[config.mk]
export PLATFORM = sky130hd
export DESIGN_NAME = sha256_stream_hash
export DESIGN_NICKNAME = d
export VERILOG_FILES = /design/src/rtl/sha_pkg.sv /design/src/rtl/sha_sched.sv /design/src/rtl/sha_round.sv /design/src/rtl/sha256_stream_hash.sv
export SDC_FILE = /design/constraint.sdc
export NUM_CORES = 2
export LEC_CHECK = 0
export BUFFER_PORTS_ARGS = -buffer_cell sky130_fd_sc_hd__buf_2
export CAP_MARGIN = 20
export CORE_MARGIN = 1
export CORE_UTILIZATION = 25
export DETAILED_ROUTE_END_ITERATION = 10
export GPL_ROUTABILITY_DRIVEN = 0
export GPL_TIMING_DRIVEN = 1
export MAX_ROUTING_LAYER = met4
export SLEW_MARGIN = 20
export SYNTH_ARGS = -nofsm -noshare
export SYNTH_HDL_FRONTEND = slang
export SYNTH_SLANG_ARGS = --single-unit
[constraint.sdc]
create_clock -name clk -period 57.4 [get_ports clk]
set_clock_uncertainty 0.05 [all_clocks]
set_input_delay 2.87 -clock clk [delete_from_list [all_inputs] [get_ports clk]]
set_output_delay 2.87 -clock clk [all_outputs]
set_load 0.02 [all_outputs]
[src/rtl/sha_pkg.sv]
package sha_pkg;

    typedef logic [31:0] word_t;

    typedef struct packed {
        logic [7:0] data_byte;
        logic       byte_present;
        logic       end_of_message;
    } msg_item_t;

    typedef struct packed {
        logic [31:0] digest_word;
        logic [2:0]  word_number;
        logic        final_word;
    } digest_item_t;

    typedef struct packed {
        logic       shift;
        logic       step;
        logic [7:0] data;
    } sched_ctl_t;

    typedef struct packed {
        logic init;
        logic step;
        logic finish;
        logic restart;
    } round_ctl_t;

    localparam logic [5:0] LAST_ROUND = 6'd63;
    localparam logic [5:0] LAST_BYTE  = 6'd63;
    localparam logic [5:0] LEN_POS    = 6'd56;
    localparam logic [7:0] PAD_BYTE   = 8'h80;
    localparam logic [2:0] LAST_WORD  = 3'd7;

    localparam word_t SHA_IV [8] = '{
        32'h6a09e667, 32'hbb67ae85, 32'h3c6ef372, 32'ha54ff53a,
        32'h510e527f, 32'h9b05688c, 32'h1f83d9ab, 32'h5be0cd19
    };

    localparam word_t SHA_K [64] = '{
        32'h428a2f98, 32'h71374491, 32'hb5c0fbcf, 32'he9b5dba5,
        32'h3956c25b, 32'h59f111f1, 32'h923f82a4, 32'hab1c5ed5,
        32'hd807aa98, 32'h12835b01, 32'h243185be, 32'h550c7dc3,
        32'h72be5d74, 32'h80deb1fe, 32'h9bdc06a7, 32'hc19bf174,
        32'he49b69c1, 32'hefbe4786, 32'h0fc19dc6, 32'h240ca1cc,
        32'h2de92c6f, 32'h4a7484aa, 32'h5cb0a9dc, 32'h76f988da,
        32'h983e5152, 32'ha831c66d, 32'hb00327c8, 32'hbf597fc7,
        32'hc6e00bf3, 32'hd5a79147, 32'h06ca6351, 32'h14292967,
        32'h27b70a85, 32'h2e1b2138, 32'h4d2c6dfc, 32'h53380d13,
        32'h650a7354, 32'h766a0abb, 32'h81c2c92e, 32'h92722c85,
        32'ha2bfe8a1, 32'ha81a664b, 32'hc24b8b70, 32'hc76c51a3,
        32'hd192e819, 32'hd6990624, 32'hf40e3585, 32'h106aa070,
        32'h19a4c116, 32'h1e376c08, 32'h2748774c, 32'h34b0bcb5,
        32'h391c0cb3, 32'h4ed8aa4a, 32'h5b9cca4f, 32'h682e6ff3,
        32'h748f82ee, 32'h78a5636f, 32'h84c87814, 32'h8cc70208,
        32'h90befffa, 32'ha4506ceb, 32'hbef9a3f7, 32'hc67178f2
    };

    function automatic word_t small_sigma0(input word_t x);
        return {x[6:0], x[31:7]} ^ {x[17:0], x[31:18]} ^ {3'b000, x[31:3]};
    endfunction

    function automatic word_t small_sigma1(input word_t x);
        return {x[16:0], x[31:17]} ^ {x[18:0], x[31:19]} ^ {10'b0, x[31:10]};
    endfunction

    function automatic word_t big_sigma0(input word_t x);
        return {x[1:0], x[31:2]} ^ {x[12:0], x[31:13]} ^ {x[21:0], x[31:22]};
    endfunction

    function automatic word_t big_sigma1(input word_t x);
        return {x[5:0], x[31:6]} ^ {x[10:0], x[31:11]} ^ {x[24:0], x[31:25]};
    endfunction

endpackage

[src/rtl/sha_sched.sv]
module sha_sched (
    input  logic                clk,
    input  sha_pkg::sched_ctl_t ctl,
    output sha_pkg::word_t      w
);
    import sha_pkg::*;

    // 16-word window; bytes shift in at the bottom, word 0 sits at the top
    logic [511:0] win_reg;
    word_t        new_w;

    assign w = win_reg[511:480];

    always_comb
    begin
        new_w = win_reg[511:480] + small_sigma0(win_reg[479:448])
              + win_reg[223:192] + small_sigma1(win_reg[63:32]);
    end

    always_ff @(posedge clk)
    begin
        if (ctl.shift)
        begin
            win_reg <= {win_reg[503:0], ctl.data};
        end
        else if (ctl.step)
        begin
            win_reg <= {win_reg[479:0], new_w};
        end
    end

endmodule

[src/rtl/sha_round.sv]
module sha_round (
    input  logic                clk,
    input  logic                rst_n,
    input  sha_pkg::round_ctl_t ctl,
    input  logic [5:0]          rnd,
    input  sha_pkg::word_t      w,
    output sha_pkg::word_t      chain [8]
);
    import sha_pkg::*;

    word_t chain_reg [8];
    word_t work_reg [8];
    word_t t1;
    word_t t2;
    word_t ch;
    word_t maj;

    assign chain = chain_reg;

    always_comb
    begin
        ch  = (work_reg[4] & work_reg[5]) ^ (~work_reg[4] & work_reg[6]);
        maj = (work_reg[0] & work_reg[1]) ^ (work_reg[0] & work_reg[2])
            ^ (work_reg[1] & work_reg[2]);
        t1  = work_reg[7] + big_sigma1(work_reg[4]) + ch + SHA_K[rnd] + w;
        t2  = big_sigma0(work_reg[0]) + maj;
    end

    always_ff @(posedge clk)
    begin
        if (ctl.init)
        begin
            work_reg <= chain_reg;
        end
        else if (ctl.step)
        begin
            work_reg[7] <= work_reg[6];
            work_reg[6] <= work_reg[5];
            work_reg[5] <= work_reg[4];
            work_reg[4] <= work_reg[3] + t1;
            work_reg[3] <= work_reg[2];
            work_reg[2] <= work_reg[1];
            work_reg[1] <= work_reg[0];
            work_reg[0] <= t1 + t2;
        end
    end

    always_ff @(posedge clk or negedge rst_n)
    begin
        if (!rst_n)
        begin
            chain_reg <= SHA_IV;
        end
        else if (ctl.restart)
        begin
            chain_reg <= SHA_IV;
        end
        else if (ctl.finish)
        begin
            for (int i = 0; i < 8; i++)
            begin
                chain_reg[i] <= chain_reg[i] + work_reg[i];
            end
        end
    end

endmodule

[src/rtl/sha256_stream_hash.sv]
// Byte items are taken one per cycle while idle, until a 64-byte block fills; the input
// then stalls while the shared round unit runs the 64 rounds and then the chain add.
// A closing item adds one pad byte per cycle up to the block end (one or two blocks, each
// followed by the compression), then eight digest words are offered one per cycle while
// digest_stall is low, most significant first.
// Reset (async, active low) loads the initial hash vector and clears the byte count.
module sha256_stream_hash (
    input  logic                  clk,
    input  logic                  rst_n,
    input  logic                  msg_valid,
    output logic                  msg_stall,
    input  sha_pkg::msg_item_t    msg,
    output logic                  digest_valid,
    input  logic                  digest_stall,
    output sha_pkg::digest_item_t digest
);
    import sha_pkg::*;

    localparam logic [2:0] ST_IDLE = 3'd0;
    localparam logic [2:0] ST_COMP = 3'd1;
    localparam logic [2:0] ST_FIN  = 3'd2;
    localparam logic [2:0] ST_PAD  = 3'd3;
    localparam logic [2:0] ST_OUT  = 3'd4;

    logic [2:0]  state_reg, state_next;
    logic [5:0]  fill_reg, fill_next;
    logic [5:0]  rnd_reg, rnd_next;
    logic [60:0] seen_reg, seen_next;
    logic [63:0] len_reg, len_next;
    logic        close_reg, close_next;
    logic        first_reg, first_next;
    logic        len_blk_reg, len_blk_next;
    logic        done_reg, done_next;
    logic [2:0]  word_reg, word_next;

    sched_ctl_t  sc;
    round_ctl_t  rc;
    word_t       w;
    word_t       chain [8];

    sha_sched u_sched (
        .clk (clk),
        .ctl (sc),
        .w   (w)
    );

    sha_round u_round (
        .clk   (clk),
        .rst_n (rst_n),
        .ctl   (rc),
        .rnd   (rnd_reg),
        .w     (w),
        .chain (chain)
    );

    assign msg_stall           = (state_reg != ST_IDLE);
    assign digest_valid        = (state_reg == ST_OUT);
    assign digest.digest_word  = chain[word_reg];
    assign digest.word_number  = word_reg;
    assign digest.final_word   = (word_reg == LAST_WORD);

    always_comb
    begin
        state_next   = state_reg;
        fill_next    = fill_reg;
        rnd_next     = rnd_reg;
        seen_next    = seen_reg;
        len_next     = len_reg;
        close_next   = close_reg;
        first_next   = first_reg;
        len_blk_next = len_blk_reg;
        done_next    = done_reg;
        word_next    = word_reg;
        sc           = '0;
        rc           = '0;

        unique case (state_reg)
            ST_IDLE:
            begin
                if (msg_valid)
                begin
                    if (msg.byte_present)
                    begin
                        sc.shift  = 1'b1;
                        sc.data   = msg.data_byte;
                        fill_next = fill_reg + 6'd1;
                        seen_next = seen_reg + 61'd1;
                    end
                    if (msg.end_of_message)
                    begin
                        len_next   = {seen_next, 3'b000};
                        seen_next  = '0;
                        close_next = 1'b1;
                        first_next = 1'b1;
                        done_next  = 1'b0;
                    end
                    if (msg.byte_present && fill_reg == LAST_BYTE)
                    begin
                        rc.init    = 1'b1;
                        rnd_next   = '0;
                        state_next = ST_COMP;
                    end
                    else if (msg.end_of_message)
                    begin
                        state_next = ST_PAD;
                    end
                end
            end
            ST_COMP:
            begin
                rc.step  = 1'b1;
                sc.step  = 1'b1;
                rnd_next = rnd_reg + 6'd1;
                if (rnd_reg == LAST_ROUND)
                begin
                    state_next = ST_FIN;
                end
            end
            ST_FIN:
            begin
                rc.finish = 1'b1;
                if (done_reg)
                begin
                    word_next  = '0;
                    state_next = ST_OUT;
                end
                else if (close_reg)
                begin
                    state_next = ST_PAD;
                end
                else
                begin
                    state_next = ST_IDLE;
                end
            end
            ST_PAD:
            begin
                sc.shift  = 1'b1;
                fill_next = fill_reg + 6'd1;
                if (first_reg)
                begin
                    sc.data      = PAD_BYTE;
                    first_next   = 1'b0;
                    len_blk_next = (fill_reg < LEN_POS);
                end
                else if (len_blk_reg && fill_reg >= LEN_POS)
                begin
                    sc.data  = len_reg[63:56];
                    len_next = {len_reg[55:0], 8'h00};
                end
                else
                begin
                    sc.data = 8'h00;
                end
                if (fill_reg == LAST_BYTE)
                begin
                    done_next    = !first_reg && len_blk_reg;
                    len_blk_next = 1'b1;
                    rc.init      = 1'b1;
                    rnd_next     = '0;
                    state_next   = ST_COMP;
                end
            end
            ST_OUT:
            begin
                if (!digest_stall)
                begin
                    if (word_reg == LAST_WORD)
                    begin
                        rc.restart = 1'b1;
                        close_next = 1'b0;
                        done_next  = 1'b0;
                        state_next = ST_IDLE;
                    end
                    else
                    begin
                        word_next = word_reg + 3'd1;
                    end
                end
            end
            default:
            begin
                state_next = ST_IDLE;
            end
        endcase
    end

    always_ff @(posedge clk or negedge rst_n)
    begin
        if (!rst_n)
        begin
            state_reg   <= ST_IDLE;
            fill_reg    <= '0;
            rnd_reg     <= '0;
            seen_reg    <= '0;
            close_reg   <= 1'b0;
            first_reg   <= 1'b0;
            len_blk_reg <= 1'b0;
            done_reg    <= 1'b0;
            word_reg    <= '0;
        end
        else
        begin
            state_reg   <= state_next;
            fill_reg    <= fill_next;
            rnd_reg     <= rnd_next;
            seen_reg    <= seen_next;
            close_reg   <= close_next;
            first_reg   <= first_next;
            len_blk_reg <= len_blk_next;
            done_reg    <= done_next;
            word_reg    <= word_next;
        end
    end

    always_ff @(posedge clk)
    begin
        len_reg <= len_next;
    end

endmodule
Yosys cells after proc, flatten, opt, wreduce, memory -nomap -nowiden
Memories as Yosys holds them, arrays and structs flattened. Index checks and enable logic that the tools add are counted.

Bits in registers: 1171. Bits in read-only memories: 2048. Logic and storage cells: 186. Memories: 1.

Memories: (no name shown) (words 64, width 32, read ports 1, clocked after memory_dff 0, wr ports 0, RTL line sha_round.sv:25) `t1 = work_reg[7] + big_sigma1(work_reg[4]) + ch + SHA_K[rnd] + w;`.

$add $sub $neg: 22. Magnitude comparators: 4. Equal/unequal tests: 20. Multiplexer cells: 68. Bitwise operators: 19. Reductions and logical operators: 25.

Operators by type and width (number): 256-bit two-way mux (4); 512-bit two-way mux (2); 32-bit adder (18); 32-bit bitwise XOR (9); 64-bit two-way mux (4); 32-bit bitwise AND (5); 32-bit two-way mux (4); 64-bit one-hot mux with 2 select lines (1); 61-bit two-way mux (2); 32-bit binary-select mux with 3-bit select (1); 61-bit by 1-bit adder with 61-bit output (second input constant) (1); 3-bit two-way mux (11); 8-bit two-way mux (4); 32-bit NOT (1); 32-bit by 22-bit bitwise XOR with 32-bit output (1); 32-bit by 29-bit bitwise XOR with 32-bit output (1); 6-bit two-way mux (5); 2-bit != test (second input constant) (11); 1-bit two-way mux (19); 6-bit one-hot mux with 3 select lines (1); 8-bit one-hot mux with 2 select lines (1); 3-bit one-hot mux with 5 select lines (1); 2-bit nonzero test (7); 6-bit by 1-bit adder with 6-bit output (second input constant) (2); 27 further kinds (42).

Longest topological paths before layout
Depth in word-level cells: 9. Gate-level depth with buffers: 42.

Hierarchy
Synthesis repeated with hierarchy kept, for this count alone.

Cells, all modules: 7576. Area, all modules: 81255.4 sq um.

By module, submodules not included: sha_round (instances 1, cells an instance 4858, area an instance 44886.8 sq um); sha_sched (instances 1, cells an instance 1650, area an instance 25881.1 sq um); sha256_stream_hash (instances 1, cells an instance 1068, area an instance 10487.6 sq um).

Worst setup path before layout
No wires, ideal clock.

Path kind: input-to-reg. Start point: input port msg[1] in the netlist's numbering. End point: register u_sched.win_reg[0], enable pin. Arrival time: 38.871 ns. Required time: 55.252 ns. Setup slack: 16.381 ns. Stages: 3. Buffers on the path: 1. Cells stage by stage: buf_1 -> inv_1 -> o21ai_0.

Cells in the longest elaborated chain, start to end: 4.

Ends and longest elaborated chain: start: declaration (RTL line sha256_stream_hash.sv:12) `input sha_pkg::msg_item_t msg,`; 1-bit two-way mux (RTL line sha256_stream_hash.sv:82) `if (msg.byte_present)`; 1-bit two-way mux (RTL line sha256_stream_hash.sv:80) `if (msg_valid)`; 1-bit one-hot mux with 2 select lines (RTL line sha256_stream_hash.sv:77) `unique case (state_reg)`; 2-bit nonzero test (no line); end signal: assignment (RTL line sha_sched.sv:24) `win_reg <= {win_reg[503:0], ctl.data};`; end signal: assignment (RTL line sha_sched.sv:28) `win_reg <= {win_reg[479:0], new_w};`; end: declaration (RTL line sha_sched.sv:9) `logic [511:0] win_reg;`.

No other way between the ends. A chain may end at the register's enable or synchronous reset.

Worst setup path in the final report
Start point: register rnd_reg[0]. End point: register u_round.work_reg[255] in the netlist's numbering, data pin.

Cells in the longest elaborated chain, start to end: 9.

Ends and longest elaborated chain: start: declaration (RTL line sha256_stream_hash.sv:27) `logic [5:0] rnd_reg, rnd_next;`; start signal: assignment (RTL line sha256_stream_hash.sv:206) `rnd_reg <= rnd_next;`; 6-bit NOT with 7-bit output (not written as such) (RTL line sha_round.sv:25); memory read 64 x 32 bit; 32-bit two-way mux (not written as such) (2 in a row) (RTL line sha_round.sv:25); 32-bit adder (2 in a row) (RTL line sha_round.sv:25); 32-bit adder (RTL line sha_round.sv:44) `work_reg[0] <= t1 + t2;`; 256-bit two-way mux (RTL line sha_round.sv:35) `else if (ctl.step)`; 256-bit two-way mux (RTL line sha_round.sv:31) `if (ctl.init)`; end signal: assignment (RTL line sha_round.sv:33) `work_reg <= chain_reg;`; end: declaration (RTL line sha_round.sv:12) `word_t work_reg [8];`.

No other way between the ends. The select of a mux whose other input is x is not followed.

==> impl_summary.txt <==
----------------------------------------------------
[Clocking]
  Post CTS Setup Buffer Count ... 0
  Source-to-sink clock delay at the later pin of the worst-skew pair ... about 0.84 ns
  CTS H-tree lvls ... 4
  Hold-fix buffers, CTS ... 0
  Cts repair resizes ... 0
  CTS Root Cell ... sky130_fd_sc_hd__clkbuf_16
  Reg clk slew, reported paths ... roughly 0.060 ns
  Clock tree from TritonCTS ... built
  Clk buf depth ... 4
  Number of buffers created by CTS ... approximately 140
  Number of sinks on the clock net ... ~1.2k

[STA]
  Unrepaired setup endpoints after global routing ... false
  Final Hold Fails ... 0
  Fmax achieved ... 94.7 MHz
  Total negative slack for setup checks ... 0 ns
  Max transition margin ... 0.239
  Part of the cycle the worst path needs ... 0.184
  Slew Viols, Final ... 0
  Final worst setup slack ... between 40 and 50 ns
  Time the final worst path needs with I/O delays and setup ... roughly 11 ns
  Setup-failing EPs final ... 0
  Least-Margin Pin Slew ... between 1 and 1.5 ns

[Logic synthesis]
  Synthesis warning total ... 0
  Synth Area in Compound Gates ... 0.138
  Number of storage elements in the synthesis netlist ... 1168
  Fraction of the mapped netlist area in simple logic gates ... 0.180
  Leading area contributor after synthesis ... sky130_fd_sc_hd__edfxtp_1
  Mux share of post-synthesis cell area ... 0.0308
  Number of enable-type register cells in the synthesized netlist ... ~830
  Synth cell types ... ~100
  Mean post-synth cell area ... between 9 and 10 um2
  XOR/XNOR share of the synthesized area ... 0.0706
  Share of synthesized registers carrying an async set or reset ... 0.290
  Post-synthesis net count ... 9130
  Seq/Total Area, Yosys ... 0.428
  Top cells by area, synth ... sky130_fd_sc_hd__edfxtp_1, sky130_fd_sc_hd__nand2_1, sky130_fd_sc_hd__dfrtp_1
  Flip-flop cell with the highest count after synthesis ... sky130_fd_sc_hd__edfxtp_1
  Post-Synth Adder-Cell Area ... 0.116
  Top-area cell type share of the netlist area ... 0.317
  Combined area of all synthesized cells ... between 70000 and 80000 um2
  Instance count of the mapped netlist ... ~8.5k
  Dominant combinational cell family by area after synthesis ... simple AND/OR/NAND/NOR gates

[Worst setup path]
  Crit path required time ... about 58 ns
  Crit Path Max Fanout ... 20
  Data arrival at the endpoint of the critical path ... ~11 ns
  Slowest library cell on the worst path ... sky130_fd_sc_hd__dfrtp_1
  Maximum cell stage delay along the critical path ... around 0.80 ns
  Startpoint type of the worst setup path ... register
  R2r worst-path depth ... 36
  Setup slack on the worst flop-to-flop path ... roughly 47 ns
  Reg2reg end ... u_round.work_reg[255]
  Critical Path End Type ... register
  Most frequent cell on the critical path ... sky130_fd_sc_hd__fa_1
  Critical path start-end classification ... register to register
  Reg-to-Reg Start ... rnd_reg[0]

[Floorplan]
  Die Area ... around 320000 um2
  Effective utilization at floorplan ... 0.251
  Std-Cell Core Area ... slightly above 300000 um2
  Total number of placement rows ... 205
  # IOs ... 52
  Die X ... approximately 560 um
  Die Y ... 562 um

[Worst hold path]
  Worst hold path endpoint ... u_sched.win_reg[369]
  Hold WC Path Type ... register to register
  Hold Path Origin ... u_sched.win_reg[361]
  Depth of the worst hold-timing path ... 2

[Routing]
  Antenna-violating nets left ... 0
  Wirelength per Cell ... 18.9 um
  Number of detailed-routing iterations run before antenna repair ... 7
  Post-route DRC ... 0
  Via/cell ratio ... 4.87
  Routed wire length ... 238000 um
  DRC marker count from the first detailed-route iteration ... around 6.4k
  Total number of vias ... between 60k and 70k

[Global route]
  Global routing usage summed across all routing layers ... 0.151
  Global-route wire length before repair ... between 300000 and 400000 um
  Remaining global-route overflow ... 0
  Via count of the first global-routing pass ... roughly 57k
  Maximum number of pins on one net before global-route repair ... around 210
  Number of antenna violations at the first check in global routing ... 5

[Run status]
  Outcome ... complete, no violations

[Final layout]
  Leading cell type in the layout, fill and taps excluded ... sky130_fd_sc_hd__nand2_1
  Net total in the final layout ... slightly below 9k
  Area Overhead vs Synth ... 11.4%
  Number of flip-flops in the largest register ... 512
  Layout cell share with drive strength beyond 1 ... 0.0787
  Top library cells by usage in the layout, fill and taps aside ... sky130_fd_sc_hd__nand2_1, sky130_fd_sc_hd__edfxtp_1, sky130_fd_sc_hd__a21oi_1

[Place]
  PortBufs ... 51
  Dpl ws ... around 47 ns
  Post-DP HPWL ... about 170000 um

[Job]
  Count of maximum capacitance violations ... 0

----------------------------------------------------
[routing by layer]
metal,wire length (um),GRT usage,up-vias
met5,0,-,-
met3,17300,0.0247,431
li1,-,-,28976
met2,105000,0.227,2147
met4,8560,0.0511,0
met1,107000,0.204,29613
[how the worst max path moves through the flow]
stage	start	endpoint	slack [ns]
3_5_place_dp	rnd_reg[0]	u_round.work_reg[255]	47.24
6_report	rnd_reg[0]	u_round.work_reg[255]	46.84
5_1_grt	rnd_reg[0]	u_round.work_reg[255]	46.25
3_3_place_gp	rnd_reg[0]	u_round.work_reg[255]	47.25
2_1_floorplan	msg[1]	u_sched.win_reg[0]	16.38
4_1_cts	rnd_reg[0]	u_round.work_reg[255]	47.16
[area by class of cell]
class,count,area [um2]
Clock buffer,188,3890
Timing Repair Buffer,115,796
Antenna cell,3,7.51
Tap cell,4140,5180
Fill cell,32987,225000
Multi-Input combinational cell,6574,42000
Sequential cell,1168,33600
Inverter,303,1140
Clock inverter,64,785
[synthesized netlist by cell type (13+ instances only)]
cell and n:
sky130_fd_sc_hd__a21oi_1 519, sky130_fd_sc_hd__dfrtp_1 203, sky130_fd_sc_hd__nand2_1 2514, sky130_fd_sc_hd__buf_1 27
sky130_fd_sc_hd__a21o_1 170, sky130_fd_sc_hd__or3_1 25, sky130_fd_sc_hd__mux2i_1 15, sky130_fd_sc_hd__nand3_1 119
sky130_fd_sc_hd__inv_1 299, sky130_fd_sc_hd__a311oi_1 14, sky130_fd_sc_hd__o211ai_1 46, sky130_fd_sc_hd__mux2_2 61
sky130_fd_sc_hd__edfxtp_1 829, sky130_fd_sc_hd__dfstp_2 136, sky130_fd_sc_hd__o21bai_1 49, sky130_fd_sc_hd__nand4_1 29
sky130_fd_sc_hd__clkbuf_1 446, sky130_fd_sc_hd__o22ai_1 22, sky130_fd_sc_hd__a22o_1 15, sky130_fd_sc_hd__mux4_2 70
sky130_fd_sc_hd__xnor2_1 423, sky130_fd_sc_hd__and3_1 51, sky130_fd_sc_hd__a22oi_1 19, sky130_fd_sc_hd__nand2b_1 71
sky130_fd_sc_hd__nor2b_1 47, sky130_fd_sc_hd__a31oi_1 55, sky130_fd_sc_hd__o31ai_1 60, sky130_fd_sc_hd__o21ai_1 22
sky130_fd_sc_hd__maj3_1 22, sky130_fd_sc_hd__a211o_1 14, sky130_fd_sc_hd__o22a_1 13, sky130_fd_sc_hd__nor2_1 417
sky130_fd_sc_hd__nor3_1 64, sky130_fd_sc_hd__and4_1 13, sky130_fd_sc_hd__ha_1 398, sky130_fd_sc_hd__and2_1 22
sky130_fd_sc_hd__fa_1 195, sky130_fd_sc_hd__o21a_1 43, sky130_fd_sc_hd__xor2_1 209, sky130_fd_sc_hd__o21ai_0 497
sky130_fd_sc_hd__a211oi_1 46
[worst max-delay path: cells and delay by family, from the launching register on]
kind / cells / cell delay (ns)
AND/OR/NAND/NOR: 6 / 1.01
XOR/XNOR: 3 / 0.62
AO/OA/AOI/OAI: 15 / 3.48
buffers and inverters: 4 / 0.83
flip-flops: 1 / 0.80
adder cells (fa/ha/maj): 8 / 3.43
[cell families after synthesis]
logic type                 after synthesis
and+or+nand+nor                       3436
AOI/OAI and AO/OA                     1745
DFF                                   1168
buffers and inverters                  781
xor gates and xnor gates               632
adders and majority gates              615
muxes                                  146
[stage by stage]
step,instance area [um2],cells,util,hold WS [ns]
after floorplan,78400,8523,-,0.385
after global placement,82700,12300,0.265,0.406
after detailed placement,82700,12300,0.265,0.432
after CTS,87400,12552,0.280,0.416
after global routing,87400,12553,0.280,0.454
final,87400,12555,0.280,0.420
Power is left out: the tool's default activity adds up to more than one toggle a clock period on the data nets, which glitch-free logic cannot reach.
